[config.mk]
export PLATFORM = sky130hd
export DESIGN_NAME = icmp_echo_reply_rewriter
export DESIGN_NICKNAME = d
export VERILOG_FILES = /design/src/iecho_pkg.sv /design/src/iecho_hdr_mem.sv /design/src/iecho_judge.sv /design/src/icmp_echo_reply_rewriter.sv
export SDC_FILE = /design/constraint.sdc
export NUM_CORES = 1
export LEC_CHECK = 0
export BUFFER_PORTS_ARGS = -buffer_cell sky130_fd_sc_hd__clkbuf_2
export CAP_MARGIN = 20
export CORE_ASPECT_RATIO = 1.1
export CORE_MARGIN = 10
export CORE_UTILIZATION = 50
export DETAILED_ROUTE_END_ITERATION = 10
export PLACE_DENSITY = 0.67
export SETUP_SLACK_MARGIN = 0.4
export SLEW_MARGIN = 0
export SYNTH_ARGS = -nofsm -noshare
export SYNTH_HDL_FRONTEND = slang
export SYNTH_SLANG_ARGS = --single-unit
[constraint.sdc]
create_clock -name clk -period 12.6 [get_ports clk]
set_input_delay 0 -clock clk [delete_from_list [all_inputs] [get_ports clk]]
set_output_delay 0 -clock clk [all_outputs]
set_load 0.02 [all_outputs]
[src/iecho_pkg.sv]
package iecho_pkg;

  // One input beat of the frame
  typedef struct packed {
    logic [63:0] beat_data;
    logic [3:0]  beat_bytes;
    logic        last_beat;
  } in_beat_t;

  // One output beat of the frame
  typedef struct packed {
    logic [63:0] out_data;
    logic [3:0]  out_bytes;
    logic        out_last;
    logic        verdict;
  } out_beat_t;

  localparam int unsigned BEAT_LANES      = 8;
  // Header bytes snooped into flops: beats 0 to 4 cover MACs, ethertype and IPv4 header
  localparam int unsigned SNOOP_BEATS     = 5;
  localparam int unsigned SNOOP_BYTES     = SNOOP_BEATS * BEAT_LANES;
  localparam int unsigned MAC_LEN         = 6;
  localparam int unsigned IP_ADDR_LEN     = 4;
  localparam int unsigned IP_SRC_OFS      = 26;
  localparam int unsigned IP_DST_OFS      = 30;
  localparam int unsigned ETHTYPE_OFS     = 12;
  localparam int unsigned IP_VIHL_OFS     = 14;
  localparam int unsigned IP_PROTO_OFS    = 23;
  localparam int unsigned ICMP_SNOOP      = 4;

  localparam logic [7:0]  ETH_HDR_LEN       = 8'd14;
  localparam logic [7:0]  MIN_FRAME_LEN     = 8'd15;
  localparam logic [7:0]  ICMP_HDR_LEN      = 8'd8;
  localparam logic [15:0] ETHERTYPE_IPV4    = 16'h0800;
  localparam logic [7:0]  IP_PROTO_ICMP     = 8'd1;
  localparam logic [3:0]  IHL_MIN           = 4'd5;
  localparam logic [7:0]  ICMP_ECHO_REQUEST = 8'd8;
  localparam logic [7:0]  ICMP_ECHO_REPLY   = 8'd0;
  localparam logic [7:0]  ICMP_CODE_ECHO    = 8'd0;
  localparam logic [15:0] CKSUM_ADJ         = 16'h0800;
  localparam logic [3:0]  FULL_BEAT_BYTES   = 4'd8;

endpackage

[src/iecho_hdr_mem.sv]
module iecho_hdr_mem #(
  parameter int unsigned DEPTH = 10,
  parameter int unsigned AW    = 4
) (
  input  logic          clk,
  input  logic          wr_en,
  input  logic [AW-1:0] wr_addr,
  input  logic [63:0]   wr_data,
  input  logic          rd_en,
  input  logic [AW-1:0] rd_addr,
  output logic [63:0]   rd_data
);

  logic [63:0] mem [DEPTH];
  logic [63:0] rd_data_r;

  // Write one beat, read one beat with a registered output
  always_ff @(posedge clk) begin
    if (wr_en) begin
      mem[wr_addr] <= wr_data;
    end
    if (rd_en) begin
      rd_data_r <= mem[rd_addr];
    end
  end

  assign rd_data = rd_data_r;

endmodule

[src/iecho_judge.sv]
module iecho_judge
  import iecho_pkg::*;
#(
  parameter int unsigned AW = 4
) (
  input  logic          clk,
  input  logic          wr_en,
  input  logic [AW-1:0] wr_idx,
  input  logic [63:0]   wr_data,
  input  logic          judge_en,
  input  logic [7:0]    frame_len,
  input  logic [AW-1:0] rw_idx,
  input  logic [63:0]   rw_data,
  output logic [63:0]   rw_beat,
  output logic          verdict
);

  logic [7:0]  hb_r [SNOOP_BYTES];
  logic [7:0]  ic_r [ICMP_SNOOP];
  logic [7:0]  rw_hdr [SNOOP_BYTES];
  logic [7:0]  tgt [ICMP_SNOOP];
  logic [7:0]  off_w;
  logic [3:0]  ihl;
  logic [15:0] ethtype;
  logic        match;
  logic [16:0] sum_raw;
  logic [15:0] sum_fold;
  logic        verdict_r;
  logic [15:0] sum_r;
  logic [7:0]  off_r;

  // ICMP header position follows the IPv4 header length
  always_comb begin
    ihl     = hb_r[IP_VIHL_OFS][3:0];
    ethtype = {hb_r[ETHTYPE_OFS], hb_r[ETHTYPE_OFS+1]};
    off_w   = ETH_HDR_LEN + {2'b00, ihl, 2'b00};
    for (int m = 0; m < ICMP_SNOOP; m++) begin
      tgt[m] = off_w + 8'(m);
    end
  end

  // Match an echo request whose whole ICMP header lies inside the frame
  always_comb begin
    match = (frame_len >= MIN_FRAME_LEN) &&
            (ethtype == ETHERTYPE_IPV4) &&
            (ihl >= IHL_MIN) &&
            (hb_r[IP_PROTO_OFS] == IP_PROTO_ICMP) &&
            ((off_w + ICMP_HDR_LEN) <= frame_len) &&
            (ic_r[0] == ICMP_ECHO_REQUEST) &&
            (ic_r[1] == ICMP_CODE_ECHO);
    sum_raw  = {1'b0, ic_r[2], ic_r[3]} + {1'b0, CKSUM_ADJ};
    sum_fold = sum_raw[15:0] + 16'(sum_raw[16]);
  end

  // Snoop header bytes and the ICMP type, code and checksum as beats are written
  always_ff @(posedge clk) begin
    for (int k = 0; k < SNOOP_BYTES; k++) begin
      if (wr_en && (wr_idx == AW'(k >> 3))) begin
        hb_r[k] <= wr_data[(k & 7) * 8 +: 8];
      end
    end
    for (int m = 0; m < ICMP_SNOOP; m++) begin
      if (wr_en && (tgt[m][7:3] == 5'(wr_idx))) begin
        ic_r[m] <= wr_data[{tgt[m][2:0], 3'b000} +: 8];
      end
    end
    if (judge_en) begin
      verdict_r <= match;
      sum_r     <= sum_fold;
      off_r     <= off_w;
    end
  end

  // Swap MAC and IPv4 addresses in the snooped header
  always_comb begin
    rw_hdr = hb_r;
    for (int i = 0; i < MAC_LEN; i++) begin
      rw_hdr[i]         = hb_r[i + MAC_LEN];
      rw_hdr[i + MAC_LEN] = hb_r[i];
    end
    for (int i = 0; i < IP_ADDR_LEN; i++) begin
      rw_hdr[IP_SRC_OFS + i] = hb_r[IP_DST_OFS + i];
      rw_hdr[IP_DST_OFS + i] = hb_r[IP_SRC_OFS + i];
    end
  end

  // Patch a released beat lane by lane
  always_comb begin
    logic [7:0] kk;
    kk      = '0;
    rw_beat = rw_data;
    if (verdict_r) begin
      for (int j = 0; j < BEAT_LANES; j++) begin
        kk = 8'({rw_idx, 3'(j)});
        for (int b = 0; b < SNOOP_BEATS; b++) begin
          if (rw_idx == AW'(b)) begin
            rw_beat[j*8 +: 8] = rw_hdr[b * BEAT_LANES + j];
          end
        end
        if (kk == off_r) begin
          rw_beat[j*8 +: 8] = ICMP_ECHO_REPLY;
        end
        if (kk == off_r + 8'd2) begin
          rw_beat[j*8 +: 8] = sum_r[15:8];
        end
        if (kk == off_r + 8'd3) begin
          rw_beat[j*8 +: 8] = sum_r[7:0];
        end
      end
    end
  end

  assign verdict = verdict_r;

endmodule

[src/icmp_echo_reply_rewriter.sv]
// The first beat of a frame is registered at the output after the last buffered header beat
//   (the final beat or beat HEADER_BEATS) is accepted, through the judge state and a memory read.
// Throughput: one beat per cycle while collecting, and while releasing and streaming unless
//   out_ready holds the output; input stalls while the header buffer is judged and read.
// Reset (rst_n low, synchronous): back to collecting a header, output empty; header
//   buffer contents are left as they are.
module icmp_echo_reply_rewriter
  import iecho_pkg::*;
#(
  parameter int unsigned HEADER_BEATS = 10
) (
  input  logic      clk,
  input  logic      rst_n,
  input  logic      in_valid,
  output logic      in_ready,
  input  in_beat_t  in_beat,
  output logic      out_valid,
  input  logic      out_ready,
  output out_beat_t out_beat
);

  localparam int unsigned AW = $clog2(HEADER_BEATS);
  localparam int unsigned CW = $clog2(HEADER_BEATS + 1);
  localparam logic [7:0]  FULL_LEN = 8'(HEADER_BEATS * 8 + 1);

  typedef enum logic [3:0] {
    ST_COLLECT = 4'b0001,
    ST_JUDGE   = 4'b0010,
    ST_RELEASE = 4'b0100,
    ST_STREAM  = 4'b1000
  } state_t;

  state_t        state_r, state_nxt;
  logic [AW-1:0] wr_idx_r, wr_idx_nxt;
  logic [CW-1:0] cnt_r, cnt_nxt;
  logic [CW-1:0] rd_idx_r, rd_idx_nxt;
  logic [AW-1:0] mq_idx_r, mq_idx_nxt;
  logic          mq_vld_r, mq_vld_nxt;
  logic [3:0]    fin_bytes_r, fin_bytes_nxt;
  logic          fin_last_r, fin_last_nxt;
  logic [7:0]    len_r, len_nxt;
  logic          reply_r, reply_nxt;
  logic          ovld_r, ovld_nxt;
  out_beat_t     out_r, out_nxt;

  logic          in_fire;
  logic          slot_free;
  logic          issue;
  logic          load;
  logic          mq_fin;
  logic          wr_en;
  logic          judge_en;
  logic [3:0]    byte_cnt;
  logic [63:0]   rd_data;
  logic [63:0]   rw_beat;
  logic          verdict;

  assign slot_free = !ovld_r || out_ready;
  assign in_ready  = (state_r == ST_COLLECT) || ((state_r == ST_STREAM) && slot_free);
  assign in_fire   = in_valid && in_ready;
  assign wr_en     = in_fire && (state_r == ST_COLLECT);
  assign judge_en  = (state_r == ST_JUDGE);
  assign byte_cnt  = (in_beat.beat_bytes > FULL_BEAT_BYTES) ? FULL_BEAT_BYTES
                                                             : in_beat.beat_bytes;

  // Read ahead one beat; a read issues only when its data has a place to go
  assign load   = (state_r == ST_RELEASE) && mq_vld_r && slot_free;
  assign issue  = (state_r == ST_RELEASE) && (rd_idx_r != cnt_r) && (!mq_vld_r || load);
  assign mq_fin = (CW'(mq_idx_r) == CW'(cnt_r - 1'b1));

  iecho_hdr_mem #(
    .DEPTH (HEADER_BEATS),
    .AW    (AW)
  ) u_mem (
    .clk     (clk),
    .wr_en   (wr_en),
    .wr_addr (wr_idx_r),
    .wr_data (in_beat.beat_data),
    .rd_en   (issue),
    .rd_addr (rd_idx_r[AW-1:0]),
    .rd_data (rd_data)
  );

  iecho_judge #(
    .AW (AW)
  ) u_judge (
    .clk       (clk),
    .wr_en     (wr_en),
    .wr_idx    (wr_idx_r),
    .wr_data   (in_beat.beat_data),
    .judge_en  (judge_en),
    .frame_len (len_r),
    .rw_idx    (mq_idx_r),
    .rw_data   (rd_data),
    .rw_beat   (rw_beat),
    .verdict   (verdict)
  );

  // Sequence collect, judge, release and stream
  always_comb begin
    state_nxt     = state_r;
    wr_idx_nxt    = wr_idx_r;
    cnt_nxt       = cnt_r;
    rd_idx_nxt    = rd_idx_r;
    mq_idx_nxt    = mq_idx_r;
    mq_vld_nxt    = mq_vld_r;
    fin_bytes_nxt = fin_bytes_r;
    fin_last_nxt  = fin_last_r;
    len_nxt       = len_r;
    reply_nxt     = reply_r;
    ovld_nxt      = ovld_r && !out_ready;
    out_nxt       = out_r;
    case (state_r)
      ST_COLLECT: begin
        if (in_fire) begin
          if (in_beat.last_beat || (wr_idx_r == AW'(HEADER_BEATS - 1))) begin
            cnt_nxt       = CW'(wr_idx_r) + 1'b1;
            fin_bytes_nxt = in_beat.beat_bytes;
            fin_last_nxt  = in_beat.last_beat;
            len_nxt       = in_beat.last_beat ? (8'({wr_idx_r, 3'b000}) + 8'(byte_cnt))
                                              : FULL_LEN;
            wr_idx_nxt    = '0;
            state_nxt     = ST_JUDGE;
          end else begin
            wr_idx_nxt = wr_idx_r + 1'b1;
          end
        end
      end
      ST_JUDGE: begin
        rd_idx_nxt = '0;
        mq_vld_nxt = 1'b0;
        state_nxt  = ST_RELEASE;
      end
      ST_RELEASE: begin
        if (load) begin
          ovld_nxt          = 1'b1;
          out_nxt.out_data  = rw_beat;
          out_nxt.out_bytes = mq_fin ? fin_bytes_r : FULL_BEAT_BYTES;
          out_nxt.out_last  = mq_fin && fin_last_r;
          out_nxt.verdict   = mq_fin && fin_last_r && verdict;
          mq_vld_nxt        = 1'b0;
          if (mq_fin) begin
            reply_nxt = verdict;
            state_nxt = fin_last_r ? ST_COLLECT : ST_STREAM;
          end
        end
        if (issue) begin
          rd_idx_nxt = rd_idx_r + 1'b1;
          mq_idx_nxt = rd_idx_r[AW-1:0];
          mq_vld_nxt = 1'b1;
        end
      end
      ST_STREAM: begin
        if (in_fire) begin
          ovld_nxt          = 1'b1;
          out_nxt.out_data  = in_beat.beat_data;
          out_nxt.out_bytes = in_beat.beat_bytes;
          out_nxt.out_last  = in_beat.last_beat;
          out_nxt.verdict   = in_beat.last_beat && reply_r;
          if (in_beat.last_beat) begin
            state_nxt = ST_COLLECT;
          end
        end
      end
      default: begin
        state_nxt = ST_COLLECT;
      end
    endcase
  end

  // Hold control state under reset; payload registers run free
  always_ff @(posedge clk) begin
    if (!rst_n) begin
      state_r  <= ST_COLLECT;
      wr_idx_r <= '0;
      rd_idx_r <= '0;
      mq_vld_r <= 1'b0;
      ovld_r   <= 1'b0;
    end else begin
      state_r  <= state_nxt;
      wr_idx_r <= wr_idx_nxt;
      rd_idx_r <= rd_idx_nxt;
      mq_vld_r <= mq_vld_nxt;
      ovld_r   <= ovld_nxt;
    end
    cnt_r       <= cnt_nxt;
    mq_idx_r    <= mq_idx_nxt;
    fin_bytes_r <= fin_bytes_nxt;
    fin_last_r  <= fin_last_nxt;
    len_r       <= len_nxt;
    reply_r     <= reply_nxt;
    out_r       <= out_nxt;
  end

  assign out_valid = ovld_r;
  assign out_beat  = out_r;

endmodule

==> results.cfg <==
[outcome]
status = completed

[place]
io_buffers = 144
placed_cell_area_sq_um = 39500
dp_cells = 3391
gp_routability_congestion = 0.911
post-place-ws_ns = 9.00
hpwl_microns = 69900

[timing]
finClkSkew_ns = 0.0392
rsz0062_at_grt = false
setup_viol = 0
worst_pin_slew_ns = 1.17
timing.fmax_mhz = 277
setup_slack_ns = 8.99
hold_violations = 0
period_needed_ns = 3.61
slew_viol_final = 0
relSlewSlack_pct = 22.1
setup-tns-final_ns = 0
period_share_pct = 28.6

[finish]
antenna_cells = 0
fillCellCount = 5725
drive_gt1_share_pct = 20.3
nNetsFinal = 2687
finalNonFillerCells = 3621
fin_util_pct = 57.6
fin_area_sq_um = 43100
synthToLayoutAreaGrowth_pct = 13.9

[synth]
synth_xor_area_share_pct = 1.10
synth_compound_area_share_pct = 8.15
ys_types = 62
async_reset_ff_share_pct = 0
synth_top_area_cell = edfxtp_1
synth_fa_ha_area_share_pct = 0.727
synth_area_leaders = edfxtp_1 (67%), mux4_2 (9.5%), mux2i_1 (2.6%), a21oi_1 (2.3%), nand2_1 (1.8%)
synth_seq_cells = 864
syn_nets = 2509
postSynthCellCount = 2414
synth_common_cells = edfxtp_1 (850), nand2_1 (186), a21oi_1 (172)
postSynthAreaPerCell_sq_um = 15.7
synth-main-ff-cell = edfxtp_1
synth_top_family_by_area = multiplexers
yosysMostFrequentCell = edfxtp_1
yosys.area_share.simple_pct = 6.55
yosys_warnings = 0
synth_edf_count = 850
netlist_area_sq_um = 37900
synth_seq_area_share_pct = 68.2
netlist.area_leader.share_pct = 67.4
muxShareOfSynthArea_pct = 13.0

[global_routing]
use_met1_pct = 34.1
grt_pass1_wl_microns = 164000
grtUsageTotal_pct = 25.7
gr-usage-met2_pct = 41.1
use_met3_pct = 4.70
grt_max_degree = 112
antenna_found_initial = 8
grt_pass1_vias = 23900
overflow = 0
busiest_layer = met2

[routing]
post_drt_wl_per_cell_microns = 31.0
drtPass1Iterations = 6
drc = 0
antenna_left = 0
initialDrtViolationCount = 3118
vias = 24000
drt-total-wl_microns = 112000
viasPerCell = 6.63

[worst_setup_path]
crit_path_end_kind = register
crit_type = reg2reg
cp-start-kind = register
worstPathArrival_ns = 3.94
critical_path.max_fanout = 34
required_ns = 12.94

[clock_tree]
clock_latency_ns = 0.66
htreeDepth = 3
root_buffer = clkbuf_16
cts_tree = built
numCtsBuffers = 87
cts.clk_slew.worst_paths_ns = 0.06
cts_num_sinks = 864
clk_path_buf_depth = 3
cts_setup_buffers = 0

[floorplan]
rows = 105
io_pins = 145
initial_utilization_pct = 50.5
die_w_microns = 282
dieArea_sq_um = 87100
die_h_microns = 309
coreArea_sq_um = 74900

[pwr]
ir_drop_mv = 0.111
leakage_nw = 14.1
p_per_area_nw_per_um2 = 147

[flow_run]
cap_violations = 0

[hold_path]
hp-class = in2reg
logic make-up (layout without fill, tap and decap cells):
kind of cell / Yosys count / after routing
AO/OA/AOI/OAI: 505 / 505
XOR/XNOR: 46 / 46
adder cells (fa/ha/maj): 22 / 22
buffers and inverters: 202 / 446
flip-flops: 864 / 864
multiplexers: 289 / 289
AND/OR/NAND/NOR: 486 / 486
worst max-delay path, cell delays in order, from the launching register on:
cell and delay [ns]:
edfxtp_1 0.62, buf_4 0.52, inv_1 0.19, ha_1 0.39, xor2_1 0.21, or4_1 0.44
a21o_1 0.21, a311oi_2 0.33, buf_4 0.29
power by group:
group,internal [W],leakage [nW],switching [W]
logic,0.000162,4.89,0.000267
clock network,0.00151,1.39,0.00110
registers,0.00325,7.79,0.0000572
through the flow:
step | hold slack [ns] | power (W)
floorplan | 0.0784 | 0.00357
global placement | 0.200 | 0.00375
detailed placement | 0.207 | 0.00377
CTS | 0.0769 | 0.00637
global route | 0.105 | 0.00652
finish | 0.104 | 0.00635
layer usage:
layer / part of all wire, % / wire, microns
met4: 4.7 / 5330
met1: 38 / 42200
met3: 9.7 / 10900
met2: 48 / 53700
met5: 0.066 / 74
final timing paths:
kind,slack (ns),cells past startpoint,endpoint,from
worst max register to register,8.99,8,u_judge.ic_r[3][5],u_judge.hb_r[200]
worst min register to register,0.56,2,mq_vld_r,mq_vld_r
worst min-delay path,0.10,2,fin_bytes_r[2],in_beat[3]
worst max-delay path,8.99,8,u_judge.ic_r[3][5],u_judge.hb_r[200]
registers in the layout, indices dropped and copies added (netlist names), 5 cells and up:
name and cells:
u_judge.hb_r 159, u_judge.off_r 5, u_judge.ic_r 32, out_beat 70, len_r 8, u_mem.mem 467, u_mem.rd_data 64, u_judge.sum_r 16
u_judge.ethtype 14
what timing repair did:
action	in CTS	in global routing
hold buffers	73	0
hold endpoints to repair	740	0
gates resized for setup	0	0
layout make-up:
type,count,area (sq um),share of cell area [%]
flip-flops and latches,864,25800,59.9
inverters,25,93.8,0.218
well taps,963,1200,2.80
clock inverters,47,564,1.31
clock buffers,108,2280,5.28
repair buffers,266,1870,4.34
multi-input cells,1348,11300,26.2
layout by cell type, fill, tap and decap left out, types with 54 or more instances in the layout:
cell type / n
nor2b_1: 68
dlygate4sd3_1: 73
nor2_1: 54
o21ai_1: 76
mux4_2: 160
mux2i_1: 97
a211oi_1: 66
nand2_1: 186
clkbuf_2: 145
edfxtp_1: 850
a21oi_1: 171
clkbuf_16: 88
No activity file was read; power rests on OpenSTA's default activity.
